### src/sv/fractional_delay_line_macros.svh
// ----------------------------------------------------------------------------
// Fractional delay line assertion macros
// Concurrent assertion wrappers for the fractional delay line RTL.
// ----------------------------------------------------------------------------
`ifndef FRACTIONAL_DELAY_LINE_MACROS_SVH
`define FRACTIONAL_DELAY_LINE_MACROS_SVH
`ifndef SYNTHESIS
`define FDL_ASSERT(lbl, prop, msg) \
  lbl: assert property (@(posedge clk) disable iff (!rst_n) prop) else $error(msg);
`define FDL_ASSERT_ALWAYS(lbl, prop, msg) \
  lbl: assert property (@(posedge clk) prop) else $error(msg);
`else
`define FDL_ASSERT(lbl, prop, msg)
`define FDL_ASSERT_ALWAYS(lbl, prop, msg)
`endif
`endif

### src/sv/fdl_pkg.sv
// ----------------------------------------------------------------------------
// Fractional delay line package
// Shared constants, register indices, sequencer states and control types.
// ----------------------------------------------------------------------------
`default_nettype none

package fdl_pkg;

  localparam int MAX_LINE_DEF    = 4096;
  localparam int SAMPLE_BITS_DEF = 24;

  localparam int CFG_IDX_W  = 8;
  localparam int CFG_DATA_W = 16;
  localparam int LEN_CFG_W  = 13;
  localparam int FRAC_W     = 16;
  localparam int GAIN_W     = 16;

  localparam int OUT_SHIFT  = 28;

  localparam logic [LEN_CFG_W-1:0] LINE_LENGTH_RST = 13'd4096;
  localparam logic [LEN_CFG_W-1:0] DELAY_WHOLE_RST = 13'd4096;
  localparam logic [FRAC_W-1:0]    DELAY_FRAC_RST  = 16'd0;
  localparam logic [GAIN_W-1:0]    MAKEUP_GAIN_RST = 16'd4096;

  typedef enum logic [CFG_IDX_W-1:0] {
    REG_LINE_LENGTH = 8'd0,
    REG_DELAY_WHOLE = 8'd1,
    REG_DELAY_FRAC  = 8'd2,
    REG_MAKEUP_GAIN = 8'd3
  } reg_idx_t;

  typedef enum logic [3:0] {
    ST_CLEAR,
    ST_IDLE,
    ST_ADDR,
    ST_RD_A,
    ST_RD_B,
    ST_DIFF,
    ST_MUL_F,
    ST_BLEND,
    ST_MUL_HI,
    ST_MUL_LO,
    ST_SUM,
    ST_SAT
  } state_t;

  typedef enum logic [1:0] {
    MUL_DIFF_F,
    MUL_HI_G,
    MUL_LO_G
  } mul_sel_t;

  typedef struct packed {
    logic     clear;
    logic     take_in;
    logic     cap_a;
    logic     cap_diff;
    logic     mul_en;
    mul_sel_t mul_sel;
    logic     cap_blend;
    logic     cap_hi;
    logic     cap_sum;
    logic     load_out;
  } ctl_t;

endpackage

`default_nettype wire

### src/sv/fdl_ctrl.sv
// ----------------------------------------------------------------------------
// Fractional delay line sequencer
// Clearing pass, address generation, write position and step control.
// ----------------------------------------------------------------------------
`default_nettype none

`include "fractional_delay_line_macros.svh"

module fdl_ctrl #(
  parameter int MAX_LINE = fdl_pkg::MAX_LINE_DEF
) (
  input  wire logic                           clk,
  input  wire logic                           rst_n,
  input  wire logic                           in_valid,
  output      logic                           in_ready,
  input  wire logic                           out_ready,
  output      logic                           out_valid,
  input  wire logic [fdl_pkg::LEN_CFG_W-1:0]  line_length,
  input  wire logic [fdl_pkg::LEN_CFG_W-1:0]  delay_whole,
  input  wire logic [fdl_pkg::FRAC_W-1:0]     delay_frac,
  output      logic                           ram_we,
  output      logic [$clog2(MAX_LINE)-1:0]    ram_waddr,
  output      logic [$clog2(MAX_LINE)-1:0]    ram_raddr,
  output      logic [fdl_pkg::FRAC_W-1:0]     frac,
  output      fdl_pkg::ctl_t                  ctl
);

  localparam int AW = $clog2(MAX_LINE);
  localparam int LW = AW + 1;

  fdl_pkg::state_t state_r, state_nxt;

  logic [AW-1:0]             clr_cnt_r, clr_cnt_nxt;
  logic [AW-1:0]             wp_r, wp_nxt;
  logic [AW-1:0]             wpe_r, wpe_nxt;
  logic [LW-1:0]             len_r, len_nxt;
  logic [LW-1:0]             dly_r, dly_nxt;
  logic [fdl_pkg::FRAC_W-1:0] frac_r, frac_nxt;
  logic [AW-1:0]             rd0_r, rd0_nxt;
  logic                      out_valid_r, out_valid_nxt;

  logic [LW-1:0]             len_c;
  logic [LW-1:0]             dly_c;
  logic [AW-1:0]             wp_c;
  logic [LW-1:0]             back;
  logic [AW-1:0]             rd1;
  logic [LW-1:0]             wp_inc;
  logic                      clr_last;
  logic                      load_ok;

  // Effective line length, delay and write position from the registers.
  always_comb begin
    if (32'(line_length) < 32'd2) begin
      len_c = LW'(2);
    end else if (32'(line_length) > 32'(MAX_LINE)) begin
      len_c = LW'(MAX_LINE);
    end else begin
      len_c = LW'(line_length);
    end
    if (delay_whole == '0) begin
      dly_c = LW'(1);
    end else if (32'(delay_whole) > 32'(len_c)) begin
      dly_c = len_c;
    end else begin
      dly_c = LW'(delay_whole);
    end
    wp_c = ({1'b0, wp_r} >= len_c) ? '0 : wp_r;
  end

  assign back     = {1'b0, wpe_r} - dly_r;
  assign rd1      = (rd0_r == '0) ? AW'(len_r - LW'(1)) : rd0_r - AW'(1);
  assign wp_inc   = {1'b0, wpe_r} + LW'(1);
  assign clr_last = (clr_cnt_r == AW'(MAX_LINE - 1));
  assign load_ok  = !out_valid_r || out_ready;

  always_comb begin
    state_nxt = state_r;
    case (state_r)
      fdl_pkg::ST_CLEAR:  if (clr_last) state_nxt = fdl_pkg::ST_IDLE;
      fdl_pkg::ST_IDLE:   if (in_valid) state_nxt = fdl_pkg::ST_ADDR;
      fdl_pkg::ST_ADDR:   state_nxt = fdl_pkg::ST_RD_A;
      fdl_pkg::ST_RD_A:   state_nxt = fdl_pkg::ST_RD_B;
      fdl_pkg::ST_RD_B:   state_nxt = fdl_pkg::ST_DIFF;
      fdl_pkg::ST_DIFF:   state_nxt = fdl_pkg::ST_MUL_F;
      fdl_pkg::ST_MUL_F:  state_nxt = fdl_pkg::ST_BLEND;
      fdl_pkg::ST_BLEND:  state_nxt = fdl_pkg::ST_MUL_HI;
      fdl_pkg::ST_MUL_HI: state_nxt = fdl_pkg::ST_MUL_LO;
      fdl_pkg::ST_MUL_LO: state_nxt = fdl_pkg::ST_SUM;
      fdl_pkg::ST_SUM:    state_nxt = fdl_pkg::ST_SAT;
      fdl_pkg::ST_SAT:    if (load_ok) state_nxt = fdl_pkg::ST_IDLE;
      default:            state_nxt = fdl_pkg::ST_CLEAR;
    endcase
  end

  always_comb begin
    ctl         = '0;
    ctl.mul_sel = fdl_pkg::MUL_DIFF_F;
    in_ready    = 1'b0;
    ram_we      = 1'b0;
    ram_waddr   = wpe_r;
    ram_raddr   = rd0_r;
    case (state_r)
      fdl_pkg::ST_CLEAR: begin
        ctl.clear = 1'b1;
        ram_we    = 1'b1;
        ram_waddr = clr_cnt_r;
      end
      fdl_pkg::ST_IDLE: begin
        in_ready    = 1'b1;
        ctl.take_in = in_valid;
      end
      fdl_pkg::ST_RD_B: begin
        ram_raddr = rd1;
        ctl.cap_a = 1'b1;
      end
      fdl_pkg::ST_DIFF: begin
        ctl.cap_diff = 1'b1;
        ram_we       = 1'b1;
      end
      fdl_pkg::ST_MUL_F: begin
        ctl.mul_en  = 1'b1;
        ctl.mul_sel = fdl_pkg::MUL_DIFF_F;
      end
      fdl_pkg::ST_BLEND: begin
        ctl.cap_blend = 1'b1;
      end
      fdl_pkg::ST_MUL_HI: begin
        ctl.mul_en  = 1'b1;
        ctl.mul_sel = fdl_pkg::MUL_HI_G;
      end
      fdl_pkg::ST_MUL_LO: begin
        ctl.mul_en  = 1'b1;
        ctl.mul_sel = fdl_pkg::MUL_LO_G;
        ctl.cap_hi  = 1'b1;
      end
      fdl_pkg::ST_SUM: begin
        ctl.cap_sum = 1'b1;
      end
      fdl_pkg::ST_SAT: begin
        ctl.load_out = load_ok;
      end
      default: begin
        ctl = '0;
      end
    endcase
  end

  always_comb begin
    clr_cnt_nxt   = clr_cnt_r;
    wp_nxt        = wp_r;
    wpe_nxt       = wpe_r;
    len_nxt       = len_r;
    dly_nxt       = dly_r;
    frac_nxt      = frac_r;
    rd0_nxt       = rd0_r;
    out_valid_nxt = out_valid_r;
    if (state_r == fdl_pkg::ST_CLEAR) begin
      clr_cnt_nxt = clr_cnt_r + AW'(1);
    end
    if (state_r == fdl_pkg::ST_IDLE && in_valid) begin
      len_nxt  = len_c;
      dly_nxt  = dly_c;
      wpe_nxt  = wp_c;
      frac_nxt = (dly_c == len_c) ? '0 : delay_frac;
    end
    if (state_r == fdl_pkg::ST_ADDR) begin
      rd0_nxt = ({1'b0, wpe_r} >= dly_r) ? AW'(back) : AW'(back + len_r);
    end
    if (state_r == fdl_pkg::ST_DIFF) begin
      wp_nxt = (wp_inc >= len_r) ? '0 : AW'(wp_inc);
    end
    if (ctl.load_out) begin
      out_valid_nxt = 1'b1;
    end else if (out_ready) begin
      out_valid_nxt = 1'b0;
    end
  end

  always_ff @(posedge clk) begin
    if (!rst_n) begin
      state_r     <= fdl_pkg::ST_CLEAR;
      clr_cnt_r   <= '0;
      wp_r        <= '0;
      out_valid_r <= 1'b0;
    end else begin
      state_r     <= state_nxt;
      clr_cnt_r   <= clr_cnt_nxt;
      wp_r        <= wp_nxt;
      out_valid_r <= out_valid_nxt;
    end
  end

  always_ff @(posedge clk) begin
    wpe_r  <= wpe_nxt;
    len_r  <= len_nxt;
    dly_r  <= dly_nxt;
    frac_r <= frac_nxt;
    rd0_r  <= rd0_nxt;
  end

  assign out_valid = out_valid_r;
  assign frac      = frac_r;

  `FDL_ASSERT_ALWAYS(a_reset_quiet, !rst_n |=> (!in_ready && !out_valid), "busy after reset")
  `FDL_ASSERT(a_accept_starts, (in_valid && in_ready) |=> (state_r == fdl_pkg::ST_ADDR), "accept lost")
  `FDL_ASSERT(a_load_no_overwrite, ctl.load_out |-> (!out_valid_r || out_ready), "result overwritten")
  `FDL_ASSERT(a_write_in_line, (ram_we && !ctl.clear) |-> ({1'b0, ram_waddr} < len_r), "write outside line")
  `FDL_ASSERT(a_read_in_line, (state_r == fdl_pkg::ST_RD_B) |-> ({1'b0, ram_raddr} < len_r), "read outside line")

endmodule

`default_nettype wire

### config.mk
export PLATFORM = sky130hd
export DESIGN_NAME = fdl_ctrl
export DESIGN_NICKNAME = d
export VERILOG_FILES = /design/src/sv/fdl_pkg.sv /design/src/sv/fdl_ctrl.sv
export VERILOG_INCLUDE_DIRS = /design/src /design/src/sv
export SDC_FILE = /design/constraint.sdc
export NUM_CORES = 1
export LEC_CHECK = 0
export ABC_CLOCK_PERIOD_IN_PS = 10250
export BUFFER_PORTS_ARGS = -buffer_cell sky130_fd_sc_hd__buf_4
export CORE_MARGIN = 3
export CORE_UTILIZATION = 45
export DETAILED_ROUTE_END_ITERATION = 10
export PLACE_DENSITY_LB_ADDON = 0.1
export SYNTH_ARGS = -nofsm -noshare
export SYNTH_HDL_FRONTEND = slang
export SYNTH_SLANG_ARGS = --single-unit
### constraint.sdc
create_clock -name clk -period 10.25 [get_ports clk]
set_input_delay 1.025 -clock clk [delete_from_list [all_inputs] [get_ports clk]]
set_output_delay 1.025 -clock clk [all_outputs]
set_load 0.01 [all_outputs]
==> metrics <==
setup slack, reg-to-reg=6.39 ns; CP Launch Point=rd0_r[8]; total CTS buffers=9; DRC=0; top cells by area, synth=edfxtp_1 28%, ha_1 11%, dfxtp_1 8.3%; Tmin final=4.72 ns; Placer Congestion=0.896; Root Driver=clkbuf_16; gr usage total=22.0%; Die X-Extent=131 um; DR vias=5930; Post-CTS Setup Bufs=0; setup TNS=0 ns; initial antenna violation count=0; crit-path leading delay family=simple AND/OR/NAND/NOR gates; top-area cell type share of the netlist area=28.2%; Critical Path Sink Type=output pin; Slew Limit Headroom=23.8%; slowest CP cell=and2_1; first-pass GRT wire length=29.4 mm; fin crit share=46.1%; TritonCTS clock tree=yes; Post-Syn Instances=757; ys flop type=edfxtp_1; status=complete, no violations; Hold/Removal Path Class=reg2reg; worst skew pair latency=0.36 ns; setup slack at placement=5.67 ns; Worst-path clk slew=0.08 ns; CP bufs+invs=1; Cell Chain, Critical Path=or4_1 > nor4_2 > and2_1 > a21oi_1 > ha_1 > nand2_1 > a31o_2 > a211o_1 > nor2_1 > nor3_1 > nor2_1 > buf_4; Initial Util=46.0%; core area=15300 um2; Syn-to-layout area delta=17.9%; H-Tree Level Count=3; DIE AREA=17100 um2; Fill cells=1378; worst hold path stage count=2; Slew Limit Fails=0; WS Path Type=reg2out; R2R Path End=rd0_r[10]; Worst Setup Start Kind=flip-flop; Max Clk Rate=212 MHz; register area share after synthesis=36.5%; CP most frequent cell=nor2_1; VDD IR-drop max=83.2 uV; Die Height=131 um; Routed Antenna Nets=0; cts repair resizes=0; static leakage=3.54 nW; Clock Tree Buf Depth=2; Placed Area=7970 um2; Post-synth ARST share=0%; peak per-stage delay on the critical path=0.65 ns; final core occ=54.3%; number of global-route vias before repair=5772; RSZ-0062 raised after global routing=false; Synth area leader=edfxtp_1; Iteration-0 DRC Markers=265; share of post-route cells with drive strength above 1=18.1%; worst-path fanout max=19; drt pass-1 iters=5; Finished Cell Area=8280 um2; mapped cell area=7020 um2; CP required=9.23 ns; worst flop-to-flop path startpoint=wpe_r[1]; Worst Hold End=clr_cnt_r[11]; setup violators final=0; # IOs=100; nets@finish=960; largest net degree at the start of global routing=56; syn_area_per_cell=9.27 um2; Post-Place Cells=1048; Antenna diodes=0; hold slack=0.533 ns; Final Non-Filler Cells=1064; CTS Hold Bufs=0; max_cap viols=0; flops & latches, synth=95; Net Count, Synth=869; library cells used by synthesis=66; Clock Sinks=95; vias per cell=5.57; dpl hpwl=14.7 mm; WL per Instance=17.3 um; Hold Vio Cnt, Final=0; port buffer count=99; total power=834 uW; total global routing overflow=0; EDFF count, synth=66; hold_sp=clr_cnt_r[11]; Least-Margin Pin Slew=1.14 ns; WL final=18.4 mm; fin worst setup slack=5.53 ns; Reg2Reg Depth=11; Critical Path AT=3.70 ns; pwr dens=101 nW/um2; Setup Skew=0.0122 ns; total number of yosys warnings=0; row count=45
## worst reg2reg max path: cells and delay by family (launching register included)
| family | cells | cell delay, ns |
|---|---|---|
| AOI/OAI and AO/OA | 7 | 1.96 |
| adders and majority gates | 2 | 0.70 |
| and+or+nand+nor | 1 | 0.15 |
| muxes | 1 | 0.26 |
| DFF | 1 | 0.55 |
## state kept, by name, summed over array words and instances, names as in the netlist
| name | count |
|---|---|
| frac | 16 |
| clr_cnt_r | 12 |
| len_r | 13 |
| wpe_r | 12 |
| dly_r | 13 |
| rd0_r | 12 |
| out_valid | 1 |
| wp_r | 12 |
| state_r | 4 |
## layout make-up
type                       instances  area [um2]  share of cell area, %
inverter                          65         244                   2.95
multi-input combinational        571        4110                   49.6
clock inverter                     7        81.3                  0.982
timing repair buffer             106         796                   9.61
clock buffer                       9         225                   2.72
tap                              211         264                   3.19
sequential                        95        2560                   31.0
## cell usage in the layout, fill, tap and decap left out, types with 14 or more instances in the layout
cell	n
nand2_1	56
mux2_2	17
inv_1	65
xnor2_1	24
nor3_1	14
mux2i_1	15
edfxtp_1	66
dfxtp_1	29
ha_1	64
nand2b_1	14
o31ai_1	15
a21boi_0	23
a21o_1	14
nor2_1	48
o21ai_0	34
xor2_1	19
nand3_1	17
and2_1	33
nor2b_1	17
buf_4	106
a21oi_1	36
## synthesized netlist by cell type (all sizes together), types with 7 or more instances
cell	count
mux2	17
o21a	9
xnor2	24
dfxtp	29
nor2b	17
a21boi	24
nor2	48
edfxtp	66
or3	7
xor2	19
ha	64
a21oi	37
nand2	56
nand3	17
and3	12
o21ai	35
o31ai	15
buf	8
and2	33
nand2b	15
mux2i	15
a21o	14
inv	65
clkbuf	18
nor3	14
nand4	9
## power breakdown
group	internal, mW	total, mW	switching (mW)	leakage [nW]
clock	0.175	0.344	0.169	0.150
sequential	0.411	0.412	0.00120	0.816
combinational	0.0362	0.0783	0.0422	2.57
total	0.622	0.834	0.212	3.54
## metal layers
metal	vias to the layer above	routed length (um)	global-route usage, %
li1	2912	-	-
met1	2789	8280	29.2
met2	199	8760	36.4
met3	30	938	3.21
met4	0	457	8.35
met5	-	0	0
## how the worst max path moves through the flow
| stage | to | slack, ns | cells after the start |
|---|---|---|---|
| 5_1_grt | ram_raddr[8] | 5.40 | 12 |
| 6_report | ram_raddr[8] | 5.53 | 12 |
| 2_1_floorplan | frac[10] | 6.38 | 13 |
| 3_5_place_dp | wpe_r[5] | 5.67 | 12 |
| 4_1_cts | ram_raddr[8] | 5.59 | 12 |
| 3_3_place_gp | wpe_r[10] | 5.72 | 12 |
## logic make-up (layout without fill, tap and decap cells)
family                   after synthesis  count (layout)  share of synthesized area [%]
AO/OA/AOI/OAI                        183             183                           17.8
XOR/XNOR                              43              43                           5.36
AND/OR/NAND/NOR                      247             247                           18.4
buffers and inverters                 91             187                           5.11
adder cells (fa/ha/maj)               66              66                           12.0
multiplexers                          32              32                           4.87
flip-flops                            95              95                           36.5
Power figures use the tool's default switching activity.
